**config.mk**
```make
export PLATFORM = sky130hd
export DESIGN_NAME = gaze_contact_qualifier_core
export DESIGN_NICKNAME = d
export VERILOG_FILES = /design/src/hdl/gcq_pkg.sv /design/src/hdl/gaze_contact_qualifier_core.sv /design/src/hdl/gcq_front.sv /design/src/hdl/gcq_fifo.sv /design/src/hdl/gcq_back.sv
export SDC_FILE = /design/constraint.sdc
export NUM_CORES = 1
export LEC_CHECK = 0
export BUFFER_PORTS_ARGS = -buffer_cell sky130_fd_sc_hd__buf_2
export CORE_UTILIZATION = 35
export CTS_CLUSTER_SIZE = 24
export DETAILED_ROUTE_END_ITERATION = 8
export GPL_TIMING_DRIVEN = 0
export PLACE_DENSITY = 0.58
export SKIP_LAST_GASP = 1
export SLEW_MARGIN = 30
export SYNTH_ARGS = -nofsm -noshare
export SYNTH_HDL_FRONTEND = slang
export SYNTH_HIERARCHICAL = 1
export SYNTH_SLANG_ARGS = --single-unit
```
**constraint.sdc**
```tcl
create_clock -name clk -period 10.64 [get_ports clk]
set_clock_uncertainty 0.15 [all_clocks]
set_input_delay 0.532 -clock clk [delete_from_list [all_inputs] [get_ports clk]]
set_output_delay 0.532 -clock clk [all_outputs]
set_load 0.005 [all_outputs]
```
**src/hdl/gcq_pkg.sv**
```systemverilog
// types, constants and defaults for the gaze contact qualifier
package gcq_pkg;

	localparam int WINDOW_DEFAULT = 10;
	localparam int QUEUE_DEPTH = 2;

	localparam int ANGLE_W = 9;
	localparam int CONF_W = 10;
	localparam int TOL_W = 8;
	localparam int LIMIT_W = 8;
	localparam int COUNT_W = 8;
	localparam int PHASE_W = 2;

	localparam int IN_DATA_W = 40;
	localparam int OUT_DATA_W = 8;
	localparam int CFG_IDX_W = 3;
	localparam int CFG_DATA_W = 10;

	localparam logic [COUNT_W-1:0] COUNT_MAX = '1;

	typedef enum logic [CFG_IDX_W-1:0] {
		REG_ANGLE_TOL = 3'd0,
		REG_CONF_THR  = 3'd1,
		REG_ENTER_LIM = 3'd2,
		REG_PULSE_LIM = 3'd3
	} reg_idx_t;

	typedef enum logic [PHASE_W-1:0] {
		PH_IDLE   = 2'd0,
		PH_ENGAGE = 2'd1,
		PH_ASSERT = 2'd2
	} phase_t;

	typedef struct packed {
		logic [TOL_W-1:0]   angle_tolerance;
		logic [CONF_W-1:0]  confidence_threshold;
		logic [LIMIT_W-1:0] enter_hold_limit;
		logic [LIMIT_W-1:0] pulse_hold_limit;
	} cfg_t;

	localparam cfg_t CFG_RESET = '{
		angle_tolerance:      8'd7,
		confidence_threshold: 10'd100,
		enter_hold_limit:     8'd10,
		pulse_hold_limit:     8'd5
	};

endpackage

```
**src/hdl/gaze_contact_qualifier_core.sv**
```systemverilog
// an accepted sample's word passes through the score queue, then the output register, to m_axis
// throughput: one sample per cycle while the score queue has room; the back end updates window/phase once per word
// the two-entry score queue and the output register let each side stall independently
// reset (arst_n low, asynchronous): window, sum, phase and counters cleared, registers to defaults
// configuration writes are always taken (cfg_ready high); unknown indexes are dropped
module gaze_contact_qualifier_core #(
	parameter int WINDOW = gcq_pkg::WINDOW_DEFAULT
) (
	input  logic                            clk,
	input  logic                            arst_n,
	input  logic                            s_axis_tvalid,
	output logic                            s_axis_tready,
	// face_angle[8:0], gaze_angle[17:9], face_confidence[27:18], gaze_confidence[37:28]
	input  logic [gcq_pkg::IN_DATA_W-1:0]   s_axis_tdata,
	output logic                            m_axis_tvalid,
	input  logic                            m_axis_tready,
	// contact_flag[0], phase_now[2:1]
	output logic [gcq_pkg::OUT_DATA_W-1:0]  m_axis_tdata,
	input  logic                            cfg_valid,
	output logic                            cfg_ready,
	input  logic [gcq_pkg::CFG_IDX_W-1:0]   cfg_index,
	input  logic [gcq_pkg::CFG_DATA_W-1:0]  cfg_data
);

	localparam int SCORE_W = $clog2(WINDOW / 3 + 1);
	localparam int TOTAL_W = $clog2(WINDOW * (WINDOW / 3) + 1);

	gcq_pkg::cfg_t      cfg_q;
	logic               push;
	logic [SCORE_W-1:0] push_score;
	logic               pop;
	logic [SCORE_W-1:0] pop_score;
	logic               queue_full;
	logic               queue_not_empty;

	assign cfg_ready = 1'b1;

	always_ff @(posedge clk or negedge arst_n) begin
		if (!arst_n) begin
			cfg_q <= gcq_pkg::CFG_RESET;
		end else if (cfg_valid) begin
			unique case (cfg_index)
				gcq_pkg::REG_ANGLE_TOL: cfg_q.angle_tolerance      <= cfg_data[7:0];
				gcq_pkg::REG_CONF_THR:  cfg_q.confidence_threshold <= cfg_data;
				gcq_pkg::REG_ENTER_LIM: cfg_q.enter_hold_limit     <= cfg_data[7:0];
				gcq_pkg::REG_PULSE_LIM: cfg_q.pulse_hold_limit     <= cfg_data[7:0];
				default: ;
			endcase
		end
	end

	gcq_front #(
		.WINDOW  (WINDOW),
		.SCORE_W (SCORE_W)
	) u_front (
		.s_axis_tvalid (s_axis_tvalid),
		.s_axis_tready (s_axis_tready),
		.s_axis_tdata  (s_axis_tdata),
		.cfg           (cfg_q),
		.queue_full    (queue_full),
		.push          (push),
		.score         (push_score)
	);

	gcq_fifo #(
		.W     (SCORE_W),
		.DEPTH (gcq_pkg::QUEUE_DEPTH)
	) u_fifo (
		.clk       (clk),
		.arst_n    (arst_n),
		.push      (push),
		.push_data (push_score),
		.pop       (pop),
		.pop_data  (pop_score),
		.full      (queue_full),
		.not_empty (queue_not_empty)
	);

	gcq_back #(
		.WINDOW  (WINDOW),
		.SCORE_W (SCORE_W),
		.TOTAL_W (TOTAL_W)
	) u_back (
		.clk             (clk),
		.arst_n          (arst_n),
		.queue_not_empty (queue_not_empty),
		.score           (pop_score),
		.pop             (pop),
		.cfg             (cfg_q),
		.m_axis_tvalid   (m_axis_tvalid),
		.m_axis_tready   (m_axis_tready),
		.m_axis_tdata    (m_axis_tdata)
	);

endmodule

```
**src/hdl/gcq_front.sv**
```systemverilog
// front end: takes a face sample and classifies it into a score
module gcq_front #(
	parameter int WINDOW = gcq_pkg::WINDOW_DEFAULT,
	parameter int SCORE_W = 4
) (
	input  logic                            s_axis_tvalid,
	output logic                            s_axis_tready,
	input  logic [gcq_pkg::IN_DATA_W-1:0]   s_axis_tdata,
	input  gcq_pkg::cfg_t                   cfg,
	input  logic                            queue_full,
	output logic                            push,
	output logic [SCORE_W-1:0]              score
);

	localparam logic [SCORE_W-1:0] OPPOSITE_SCORE = SCORE_W'(WINDOW / 3);

	logic signed [gcq_pkg::ANGLE_W-1:0] face_angle;
	logic signed [gcq_pkg::ANGLE_W-1:0] gaze_angle;
	logic [gcq_pkg::CONF_W-1:0]         face_confidence;
	logic [gcq_pkg::CONF_W-1:0]         gaze_confidence;
	logic [gcq_pkg::ANGLE_W-1:0]        face_mag;
	logic [gcq_pkg::ANGLE_W-1:0]        gaze_mag;
	logic [gcq_pkg::ANGLE_W:0]          mag_diff;
	logic [gcq_pkg::ANGLE_W:0]          mag_diff_abs;
	logic                               conf_ok;
	logic                               opposite;
	logic                               straight;

	assign face_angle      = s_axis_tdata[8:0];
	assign gaze_angle      = s_axis_tdata[17:9];
	assign face_confidence = s_axis_tdata[27:18];
	assign gaze_confidence = s_axis_tdata[37:28];

	assign s_axis_tready = !queue_full;
	assign push          = s_axis_tvalid && !queue_full;

	// magnitude of -256 comes out as 256 unsigned
	assign face_mag = face_angle[8] ? (~face_angle + 9'd1) : face_angle;
	assign gaze_mag = gaze_angle[8] ? (~gaze_angle + 9'd1) : gaze_angle;

	assign mag_diff     = {1'b0, face_mag} - {1'b0, gaze_mag};
	assign mag_diff_abs = mag_diff[9] ? (~mag_diff + 10'd1) : mag_diff;

	assign conf_ok = (face_confidence > cfg.confidence_threshold) &&
		(gaze_confidence > cfg.confidence_threshold);

	assign opposite = (face_angle[8] && !gaze_angle[8] && (gaze_angle != '0)) ||
		(!face_angle[8] && (face_angle != '0) && gaze_angle[8]);

	assign straight = (face_mag < {1'b0, cfg.angle_tolerance}) &&
		(mag_diff_abs < {2'b00, cfg.angle_tolerance});

	always_comb begin
		priority if (!conf_ok) begin
			score = '0;
		end else if (opposite) begin
			score = OPPOSITE_SCORE;
		end else if (straight) begin
			score = SCORE_W'(1);
		end else begin
			score = '0;
		end
	end

endmodule

```
**src/hdl/gcq_fifo.sv**
```systemverilog
// short score queue between front and back
module gcq_fifo #(
	parameter int W = 4,
	parameter int DEPTH = gcq_pkg::QUEUE_DEPTH
) (
	input  logic         clk,
	input  logic         arst_n,
	input  logic         push,
	input  logic [W-1:0] push_data,
	input  logic         pop,
	output logic [W-1:0] pop_data,
	output logic         full,
	output logic         not_empty
);

	localparam int PTR_W = (DEPTH > 1) ? $clog2(DEPTH) : 1;
	localparam int CNT_W = $clog2(DEPTH + 1);

	logic [W-1:0]     mem_q [DEPTH];
	logic [PTR_W-1:0] wr_ptr_q;
	logic [PTR_W-1:0] rd_ptr_q;
	logic [CNT_W-1:0] count_q;

	assign full      = (count_q == CNT_W'(DEPTH));
	assign not_empty = (count_q != '0);
	assign pop_data  = mem_q[rd_ptr_q];

	always_ff @(posedge clk) begin
		if (push) begin
			mem_q[wr_ptr_q] <= push_data;
		end
	end

	always_ff @(posedge clk or negedge arst_n) begin
		if (!arst_n) begin
			wr_ptr_q <= '0;
			rd_ptr_q <= '0;
			count_q  <= '0;
		end else begin
			if (push) begin
				wr_ptr_q <= (wr_ptr_q == PTR_W'(DEPTH - 1)) ? '0 : wr_ptr_q + 1'b1;
			end
			if (pop) begin
				rd_ptr_q <= (rd_ptr_q == PTR_W'(DEPTH - 1)) ? '0 : rd_ptr_q + 1'b1;
			end
			if (push && !pop) begin
				count_q <= count_q + 1'b1;
			end else if (pop && !push) begin
				count_q <= count_q - 1'b1;
			end
		end
	end

endmodule

```
**src/hdl/gcq_back.sv**
```systemverilog
// back end: window sum, phase machine and output word register
module gcq_back #(
	parameter int WINDOW = gcq_pkg::WINDOW_DEFAULT,
	parameter int SCORE_W = 4,
	parameter int TOTAL_W = 6
) (
	input  logic                           clk,
	input  logic                           arst_n,
	input  logic                           queue_not_empty,
	input  logic [SCORE_W-1:0]             score,
	output logic                           pop,
	input  gcq_pkg::cfg_t                  cfg,
	output logic                           m_axis_tvalid,
	input  logic                           m_axis_tready,
	output logic [gcq_pkg::OUT_DATA_W-1:0] m_axis_tdata
);

	localparam int PTR_W = $clog2(WINDOW);
	localparam logic [TOTAL_W-1:0] CONTACT_LEVEL = TOTAL_W'(WINDOW / 2);

	logic [SCORE_W-1:0]           win_q [WINDOW];
	logic [PTR_W-1:0]             ptr_q;
	logic [TOTAL_W-1:0]           total_q;
	logic [TOTAL_W-1:0]           total_d;
	gcq_pkg::phase_t              phase_q;
	gcq_pkg::phase_t              phase_d;
	logic [gcq_pkg::COUNT_W-1:0]  engage_q;
	logic [gcq_pkg::COUNT_W-1:0]  engage_d;
	logic [gcq_pkg::COUNT_W-1:0]  engage_inc;
	logic [gcq_pkg::COUNT_W-1:0]  pulse_q;
	logic [gcq_pkg::COUNT_W-1:0]  pulse_d;
	logic [gcq_pkg::COUNT_W-1:0]  pulse_inc;
	logic                         contact;
	logic                         flag_d;
	logic                         out_valid_q;
	logic                         out_flag_q;
	gcq_pkg::phase_t              out_phase_q;

	// next word may enter while the current one is being taken
	assign pop = queue_not_empty && (!out_valid_q || m_axis_tready);

	assign total_d = total_q - TOTAL_W'(win_q[ptr_q]) + TOTAL_W'(score);
	assign contact = total_d > CONTACT_LEVEL;

	assign engage_inc = (engage_q == gcq_pkg::COUNT_MAX) ? engage_q : engage_q + 1'b1;
	assign pulse_inc  = (pulse_q == gcq_pkg::COUNT_MAX) ? pulse_q : pulse_q + 1'b1;

	always_comb begin
		phase_d  = phase_q;
		engage_d = engage_q;
		pulse_d  = pulse_q;
		flag_d   = 1'b0;
		unique case (phase_q)
			gcq_pkg::PH_ENGAGE: begin
				pulse_d  = '0;
				engage_d = engage_inc;
				if (!contact) begin
					phase_d = gcq_pkg::PH_IDLE;
				end else if (engage_inc > cfg.enter_hold_limit) begin
					phase_d = gcq_pkg::PH_ASSERT;
				end
			end
			gcq_pkg::PH_ASSERT: begin
				engage_d = '0;
				pulse_d  = pulse_inc;
				flag_d   = 1'b1;
				if (!contact) begin
					phase_d = gcq_pkg::PH_IDLE;
				end else if (pulse_inc > cfg.pulse_hold_limit) begin
					phase_d = gcq_pkg::PH_ENGAGE;
				end
			end
			default: begin
				// idle, and the unused code behaves as idle
				flag_d  = contact;
				phase_d = contact ? gcq_pkg::PH_ENGAGE : gcq_pkg::PH_IDLE;
			end
		endcase
	end

	always_ff @(posedge clk or negedge arst_n) begin
		if (!arst_n) begin
			for (int i = 0; i < WINDOW; i++) begin
				win_q[i] <= '0;
			end
			ptr_q    <= '0;
			total_q  <= '0;
			phase_q  <= gcq_pkg::PH_IDLE;
			engage_q <= '0;
			pulse_q  <= '0;
		end else if (pop) begin
			win_q[ptr_q] <= score;
			ptr_q        <= (ptr_q == PTR_W'(WINDOW - 1)) ? '0 : ptr_q + 1'b1;
			total_q      <= total_d;
			phase_q      <= phase_d;
			engage_q     <= engage_d;
			pulse_q      <= pulse_d;
		end
	end

	always_ff @(posedge clk or negedge arst_n) begin
		if (!arst_n) begin
			out_valid_q <= 1'b0;
		end else if (pop) begin
			out_valid_q <= 1'b1;
		end else if (m_axis_tready) begin
			out_valid_q <= 1'b0;
		end
	end

	always_ff @(posedge clk) begin
		if (pop) begin
			out_flag_q  <= flag_d;
			out_phase_q <= phase_d;
		end
	end

	assign m_axis_tvalid = out_valid_q;
	assign m_axis_tdata  = {5'b0, out_phase_q, out_flag_q};

endmodule

```
==> results.json, run 1 <==
{
  "status": "finished clean",
  "vias_per_cell": 4.88,
  "ios": 69,
  "arrival_ps": 4710,
  "cts-root-buf": "clkbuf_16",
  "port_buffers": 59,
  "clock_path_buffers": 2,
  "ys_warn_count": 6,
  "synth_area_um2": 6780,
  "grt-ovfl-total": 0,
  "ys_seq_area_share_pct": 35.0,
  "grt_pass1_wl_mm": 23.5,
  "ys.flop_type": "dfrtp_1",
  "met3_usage_pct": 2.55,
  "grt_use_met2_pct": 24.6,
  "cts_buffers": 9,
  "drive_gt1_share_pct": 25.0,
  "met1_usage_pct": 19.5,
  "area_growth_pct": 14.5,
  "drv_slew": 0,
  "worstHoldPathType": "input port to register",
  "powerDensity_nw_per_um2": 236,
  "maxSlewHeadroom_pct": 59.0,
  "rsz0062_at_grt": "no",
  "worstPathRequired_ps": 10640,
  "yosysTopAreaCell": "dfrtp_1",
  "ys_ff_latch": 93,
  "antenna_found_initial": 0,
  "synth_top_area_share_pct": 28.1,
  "startpoint_type": "input port",
  "async_flop_share_pct": 92.5,
  "cts_setup_buffers": 0,
  "peakVddDrop_uv": 112,
  "final-hold-violation-count": 0,
  "ctsHoldBuffers": 1,
  "end_kind": "register",
  "cts.sinks": 93,
  "layout.nets": 871,
  "insertion_delay_ps": 350,
  "dpl.hpwl_mm": 10.6,
  "die_w_um": 141,
  "fin_crit_sh_pct": 44.3,
  "fmax_mhz": 212,
  "fp-row-count": 50,
  "cts_tree": "done",
  "core_area_um2": 18800,
  "p_leak_nw": 3.57,
  "synth_area_leaders": "dfrtp_1 28%, ha_1 13%, mux2_2 9.5%",
  "worst_slew_pin_slew_ps": 613,
  "avgSynthCellArea_um2": 10.2,
  "dieHeight_um": 141,
  "grt_max_degree": 61,
  "setup_violations": 0,
  "netlist_instances": 662,
  "power_mw": 1.83,
  "drv_cap": 0,
  "htreeDepth": 3,
  "first_pass_iters": 4,
  "drc": 0,
  "vias": 4898,
  "detail-route-antenna-nets": 0,
  "die_area_um2": 19900,
  "wire_per_inst_um": 13.3,
  "grt_pass1_vias": 4943,
  "drtIter0Drc": 125,
  "setup_tns_ps": 0,
  "gp_congestion": 0.767,
  "worstPathMaxFanout": 5,
  "holdWs_ps": 272,
  "synth_edf_count": 7,
  "insertedDiodeCount": 0,
  "ys_types": 73,
  "busiest_layer": "met2",
  "grt_usage_pct": 14.7,
  "wirelength_mm": 13.4,
  "start_util_pct": 36.0,
  "clkTransAtPathRegs_ps": 60,
  "cts_resized": 0,
  "fin_crit_ps": 4710,
  "crit_type": "input port to register"
}
[path summary, 6_finish.rpt]
kind	from	to	slack, ps	depth (start not counted)
max	s_axis_tdata[0]	u_fifo/mem_q[1][0]	5930	24
min	cfg_data[8]	cfg_q[24]	270	2
max reg2reg	u_back/ptr_q[1]	u_back/out_flag_q	6660	12
min reg2reg	u_fifo/count_q[1]	u_fifo/count_q[1]	320	1
max in group asynchronous	arst_n	cfg_q[26]	9230	3
min in group asynchronous	arst_n	u_back/engage_q[3]	460	2
[report_power, final]
group | internal, mW | leakage (nW) | switching, mW | total (mW)
sequential | 0.491 | 1.11 | 0.0647 | 0.556
combinational | 0.446 | 2.32 | 0.501 | 0.947
clock | 0.183 | 0.138 | 0.142 | 0.325
total | 1.12 | 3.57 | 0.708 | 1.83
[registers in the layout, summed over array words and instances, names as in the netlist, 2 cells and up]
name / count
u_fifo/mem_q: 4
u_back/engage_q: 8
u_fifo/count_q: 2
u_back/ptr_q: 4
u_back/total_q: 5
cfg_q: 34
u_back/phase_q: 2
u_back/pulse_q: 8
u_back/out_phase_q: 2
u_back/win_q: 20
[metal layers]
| layer | share of wire (%) | vias to the layer above |
|---|---|---|
| met5 | 0 | - |
| met4 | 1.2 | 0 |
| met3 | 2.7 | 14 |
| met2 | 46 | 56 |
| met1 | 50 | 2315 |
| li1 | - | 2513 |
[worst max-delay path, stage by stage]
cell,delay (ps)
buf_2,110
inv_1,80
ha_1,290
nand2_1,50
o21ai_0,200
ha_1,350
a21o_1,160
a21o_1,200
a31o_2,270
nand2_1,100
a21oi_1,90
o22ai_1,360
nand2_1,90
o21ai_0,90
ha_1,240
a21boi_0,120
o21a_1,180
o21a_1,170
o21a_1,170
o21a_1,160
o211ai_1,160
o211a_1,190
o31ai_1,70
o311ai_1,290
[cell families (layout without fill, tap and decap cells)]
group / count (synthesis) / count (layout) / share of synthesized area, %
muxes: 70 / 70 / 12.2
AOI/OAI and AO/OA: 130 / 130 / 13.4
other: 2 / 6 / 0.111
DFF: 93 / 93 / 35.0
xor gates and xnor gates: 49 / 49 / 6.64
buffers and inverters: 86 / 163 / 5.57
adders and majority gates: 75 / 75 / 14.2
and+or+nand+nor: 157 / 157 / 12.9
[cell type report]
class / count / area, um^2
plain buffers: 26 / 153
repair buffers: 61 / 339
clock inverters: 7 / 75.1
well taps: 260 / 325
flip-flops and latches: 93 / 2370
inverters: 60 / 225
fillers: 1833 / 11100
multi-input cells: 487 / 4040
clock buffers: 9 / 225
[cells in the final DEF (no fill, tap or decap), drive strengths merged, types with 6 or more instances in the layout]
master,synthesis,final
buf,21,81
dfrtp,76,76
ha,72,72
inv,59,60
mux2,58,58
nand2,33,33
nor2,31,31
xnor2,30,30
a21oi,30,30
o21ai,20,20
xor2,18,18
a21o,16,16
nand4,15,15
clkbuf,5,14
nor3,13,13
nand3,12,12
nor2b,11,11
dfstp,10,10
a22o,10,10
nand2b,9,9
mux2i,8,8
o211ai,8,8
a31oi,7,7
o21a,7,7
edfxtp,7,7
conb,2,6
o31ai,6,6
[cell usage after synthesis, types with 11 or more instances]
cell,number
dfrtp_1,76
ha_1,72
inv_1,58
mux2_2,57
nand2_1,33
nor2_1,31
a21oi_1,29
xnor2_1,29
o21ai_0,18
xor2_1,18
a21o_1,16
nand4_1,14
nor3_1,13
nand3_1,12
nor2b_1,11
[stage by stage]
step	instances	area, um^2	setup slack (ps)	utilization [%]
floorplan	666	6790	6150	-
global placement	985	7410	5510	39.4
detailed placement	986	7450	5530	39.6
CTS	1003	7760	5880	41.2
global route	1003	7760	5500	41.2
finish	1003	7760	5930	41.2
(Power assumes the default switching activity.)
==> inputs of run 2 (changes only) <==
--- a/config.mk
+++ b/config.mk
@@ -10,7 +10,7 @@
 export CTS_CLUSTER_SIZE = 24
 export DETAILED_ROUTE_END_ITERATION = 8
 export GPL_TIMING_DRIVEN = 0
-export PLACE_DENSITY = 0.58
+export PLACE_DENSITY = 0.6
 export SKIP_LAST_GASP = 1
 export SLEW_MARGIN = 30
 export SYNTH_ARGS = -nofsm -noshare
==> constraint.sdc (replaced) <==
create_clock -name clk -period 4.3 [get_ports clk]
set_clock_uncertainty 0.15 [all_clocks]
set_input_delay 0.215 -clock clk [delete_from_list [all_inputs] [get_ports clk]]
set_output_delay 0.215 -clock clk [all_outputs]
set_load 0.005 [all_outputs]
==> results.json, run 2 (synthesized netlist as in run 1, its figures left out) <==
{
  "worstPathRequired_ps": 4240,
  "vias": 4977,
  "crit_type": "register to register",
  "detail-route-antenna-nets": 0,
  "die_w_um": 141,
  "wire_per_inst_um": 13.6,
  "dieHeight_um": 141,
  "worstPathMaxFanout": 10,
  "wirelength_mm": 13.8,
  "grt_pass1_wl_mm": 23.9,
  "final-hold-violation-count": 0,
  "largest_reg_flops": 34,
  "startpoint_type": "register",
  "peakVddDrop_uv": 221,
  "regMostFlops": "cfg_q",
  "met1_usage_pct": 19.9,
  "clock_path_buffers": 2,
  "grt_max_degree": 46,
  "fillerInstances": 1794,
  "worst_slew_pin_slew_ps": 601,
  "cts-root-buf": "clkbuf_16",
  "dpl_cell_area_um2": 7450,
  "clkTransAtPathRegs_ps": 70,
  "worstHoldPathType": "input port to register",
  "die_area_um2": 19900,
  "cts_tree": "done",
  "fin_crit_sh_pct": 93.2,
  "fp-row-count": 50,
  "first_pass_iters": 4,
  "arrival_ps": 3940,
  "insertion_delay_ps": 350,
  "dpl.hpwl_mm": 10.7,
  "grt_usage_pct": 15.0,
  "final_common_cell": "dfrtp_1",
  "multi_input_comb_area_um2": 4210,
  "antenna_found_initial": 0,
  "status": "finished clean",
  "fmax_mhz": 250,
  "placed_cells": 986,
  "met3_usage_pct": 2.00,
  "drive_gt1_share_pct": 28.4,
  "grt_pass1_vias": 4952,
  "htreeDepth": 3,
  "cts.sinks": 93,
  "start_util_pct": 36.0,
  "grt-ovfl-total": 0,
  "drtIter0Drc": 167,
  "vias_per_cell": 4.92,
  "port_buffers": 59,
  "drc": 0,
  "drv_cap": 0,
  "final_cell_mix": "76 x dfrtp_1, 69 x ha_1, 66 x buf_2, 57 x mux2_2, 54 x inv_1",
  "insertedDiodeCount": 0,
  "power_mw": 4.64,
  "end_kind": "register",
  "setup_violations": 0,
  "drv_slew": 0,
  "fin_crit_ps": 4010,
  "ios": 69,
  "p_leak_nw": 3.66,
  "gp_congestion": 0.790,
  "final_core_util_pct": 42.6,
  "fin_cells": 1011,
  "grt_use_met2_pct": 24.3,
  "stdcell_area_um2": 8020,
  "core_area_um2": 18800,
  "busiest_layer": "met2",
  "layout.nets": 879,
  "cts_buffers": 9,
  "holdWs_ps": 6.35,
  "regArea_um2": 2370,
  "powerDensity_nw_per_um2": 578,
  "reg_top3": "cfg_q x34, u_back/win_q x20",
  "area_growth_pct": 18.3,
  "maxSlewHeadroom_pct": 59.8
}
[run 2: changes by cell type in the layout (fill, tap and decap cells not counted), sizes merged]
cell,delta
bufinv,+1
buf,+5
clkinvlp,-2
dlygate4sd3,+3
clkinv,-1
inv,-1
clkbuf,+3
[run 2: worst max-delay path, stage by stage, from the launching register on]
cell	delay, ps
dfrtp_1	390
buf_1	420
mux4_2	390
mux2i_1	140
o22ai_1	110
fa_1	490
inv_1	70
fa_1	460
a21o_1	190
a21oi_2	180
xnor3_1	280
nor3_1	360
a21oi_1	120
[run 2: per-layer routing]
metal  wire [um]  part of all wire (%)  up-vias
li1            -                     -     2537
met1        6590                    48     2358
met2        6600                    48       63
met3         310                   2.3       19
met4         260                   1.9        0
met5           0                     0        -
[run 2: metrics by stage]
step | TNS (ps) | worst slack [ps]
3_5_place_dp | -1240 | -618
5_1_grt | -33.4 | -16.7
4_1_cts | 0 | 21.1
3_3_place_gp | -1170 | -584
2_1_floorplan | 0 | 125
6_report | 0 | 293
[run 2: final cells by class]
class                   instances  area share [%]
plain buffers                  26            1.90
clock buffers                  12            3.07
clock inverters                 4           0.905
inverters                      60            2.81
multi-input cells             487            52.6
flip-flops and latches         93            29.6
well taps                     260            4.06
repair buffers                 69            5.07
[run 2: power breakdown]
part	internal (mW)	total, mW	switching (mW)	leakage, nW
combinational	1.14	2.41	1.27	2.40
clock	0.524	0.850	0.326	0.153
sequential	1.22	1.38	0.165	1.11
[run 2: final timing paths]
check	from	end	slack, ps	depth (start not counted)
worst max register to register	u_back/ptr_q[1]	u_back/out_flag_q	290	12
worst min-delay path	cfg_data[0]	cfg_q[0]	6	2
min in group asynchronous	arst_n	u_back/pulse_q[6]	190	2
worst min register to register	u_fifo/count_q[1]	u_fifo/count_q[1]	330	1
worst max-delay path	u_back/ptr_q[1]	u_back/out_flag_q	290	12
max in group asynchronous	arst_n	u_back/win_q[18]	3250	3
[run 2: what timing repair did]
item | in CTS | in global routing
setup endpoints to repair | 2 | 2
gates resized for setup | 6 | 31
pin swaps | 2 | 18
hold endpoints to repair | 49 | 0
setup buffers | 0 | 5
hold buffers | 4 | 0
==> inputs of run 3 (changes only) <==
--- a/config.mk
+++ b/config.mk
@@ -11,6 +11,7 @@
 export DETAILED_ROUTE_END_ITERATION = 8
 export GPL_TIMING_DRIVEN = 0
 export PLACE_DENSITY = 0.6
+export RECOVER_POWER = 50
 export SKIP_LAST_GASP = 1
 export SLEW_MARGIN = 30
 export SYNTH_ARGS = -nofsm -noshare
==> results.json, run 3 (synthesized netlist as in run 1, its figures left out) <==
{
  "grt_usage_pct": 15.0,
  "violations": "max-capacitance violations, max-slew violations",
  "first_pass_iters": 4,
  "crit_type": "input port to register",
  "clock_path_buffers": 2,
  "fmax_mhz": 250,
  "cts.sinks": 93,
  "die_w_um": 141,
  "fp-row-count": 50,
  "drive_gt1_share_pct": 27.8,
  "final_cell_mix": "76 x dfrtp_1, 69 x ha_1, 63 x buf_2, 57 x mux2_2, 54 x inv_1",
  "worstPathRequired_ps": 4310,
  "maxSlewHeadroom_pct": -49.0,
  "wirelength_mm": 13.8,
  "met3_usage_pct": 2.00,
  "peakVddDrop_uv": 222,
  "cts_tree": "done",
  "grt-ovfl-total": 0,
  "path_buf_inv": 2,
  "grt_use_met2_pct": 24.3,
  "holdWs_ps": 5.26,
  "worstPathMaxFanout": 5,
  "start_util_pct": 36.0,
  "setup_tns_ps": 0,
  "port_buffers": 59,
  "status": "complete, but fails checks",
  "place_ws_ps": -618,
  "drv_slew": 43,
  "dpl.hpwl_mm": 10.7,
  "regToRegStartpoint": "u_back/ptr_q[1]",
  "power_mw": 4.63,
  "layout.nets": 879,
  "busiest_layer": "met2",
  "vias": 4982,
  "drc": 0,
  "drtIter0Drc": 160,
  "die_area_um2": 19900,
  "final_common_cell": "dfrtp_1",
  "largest_reg_flops": 34,
  "p_leak_nw": 3.64,
  "htreeDepth": 3,
  "critPathMaxStageDelay_ps": 280,
  "layout_setup_ws_ps": 300,
  "startpoint_type": "input port",
  "grt_pass1_wl_mm": 23.9,
  "grt_pass1_vias": 4952,
  "end_kind": "register",
  "final-hold-violation-count": 0,
  "grt_max_degree": 46,
  "worst_slew_pin_slew_ps": 2240,
  "gp_congestion": 0.790,
  "insertedDiodeCount": 0,
  "antenna_found_initial": 0,
  "drv_cap": 1,
  "clkTransAtPathRegs_ps": 70,
  "critPathLaunch": "s_axis_tdata[1]",
  "area_growth_pct": 17.8,
  "worstHoldPathType": "input port to register",
  "arrival_ps": 4010,
  "setup_violations": 0,
  "insertion_delay_ps": 350,
  "ff2ff_path_depth": 12,
  "core_area_um2": 18800,
  "ios": 69,
  "worstPathCellList": "buf_2 > inv_2 > ha_2 > nand2_2 > o21ai_4 > ha_1 > a21o_1 > a21o_1 > a31o_4 > nand2_4 > a21oi_4 > o22ai_4 > nand2_1 > o21ai_1 > ha_1 > a21boi_1 > o21a_1 > o21a_1 > o21a_1 > o21a_1 > o211ai_1 > o211a_1 > o31ai_4 > o311ai_2",
  "powerDensity_nw_per_um2": 581,
  "min_to": "cfg_q[0]",
  "worstReg2RegEnd": "u_back/out_flag_q",
  "vias_per_cell": 4.93,
  "critPathTopFamily": "compound AO/OA/AOI/OAI gates",
  "regMostFlops": "cfg_q",
  "fin_crit_ps": 4000,
  "dieHeight_um": 141,
  "wire_per_inst_um": 13.6,
  "cts-root-buf": "clkbuf_16",
  "hold_depth": 2,
  "reg_top3": "cfg_q x34, u_back/win_q x20",
  "detail-route-antenna-nets": 0,
  "fin_crit_sh_pct": 93.0,
  "met1_usage_pct": 19.9,
  "fillerInstances": 1799,
  "critPathSlowestCell": "ha_1",
  "cts_buffers": 9,
  "holdCritStartpoint": "cfg_data[0]",
  "r2r_setup_slack_ps": 310,
  "path_common_cell": "o21a_1"
}
run 3: repair_timing:
| item | 4_1_cts | 5_1_grt |
|---|---|---|
| buffers inserted | 0 | 5 |
| pin swaps | 2 | 18 |
| hold buffers | 4 | 0 |
| resized for setup | 6 | 31 |
| setup endpoints to repair | 2 | 2 |
| endpoints found under the hold margin | 49 | 0 |
run 3: worst max path at each step:
stage | end | cells after the start
floorplan | u_fifo/mem_q[0][0] | 23
CTS | u_fifo/mem_q[1][0] | 23
global placement | u_fifo/mem_q[0][0] | 23
global route | u_fifo/mem_q[0][0] | 24
finish | u_fifo/mem_q[1][0] | 24
detailed placement | u_fifo/mem_q[1][0] | 23
run 3: final cells by class:
cell class                 count  area [um^2]  area share [%]
buffer                        26          150            1.88
sequential                    93         2370            29.7
inverter                      60          225            2.82
tap                          260          325            4.07
multi-input combinational    487         4210            52.8
clock buffer                  12          246            3.09
clock inverter                 4         72.6           0.909
timing repair buffer          69          375            4.70
run 3: power by group:
part,total (mW),internal (mW),switching (mW)
sequential,1.38,1.22,0.165
combinational,2.40,1.14,1.27
clock,0.852,0.524,0.327
run 3: routing by layer:
metal,vias up,part of all wire (%)
met5,-,0
met4,0,1.9
met3,17,2.2
met2,61,48
met1,2366,48
li1,2538,-
run 3: metrics by stage:
stage / utilization [%] / instances / area (um^2)
floorplan: - / 666 / 6790
global placement: 39.4 / 985 / 7410
detailed placement: 39.6 / 986 / 7450
CTS: 41.6 / 1006 / 7840
global route: 42.4 / 1011 / 7980
finish: 42.4 / 1011 / 7980
run 3: worst reg2reg max path, cell delays in order (launching register included):
cell and delay [ps]:
dfrtp_1 390, buf_1 420, mux4_2 390, mux2i_1 140, o22ai_1 110, fa_1 490
inv_1 70, fa_1 460, a21o_1 190, a21oi_2 180, xnor3_1 280, nor3_1 350
a21oi_1 120
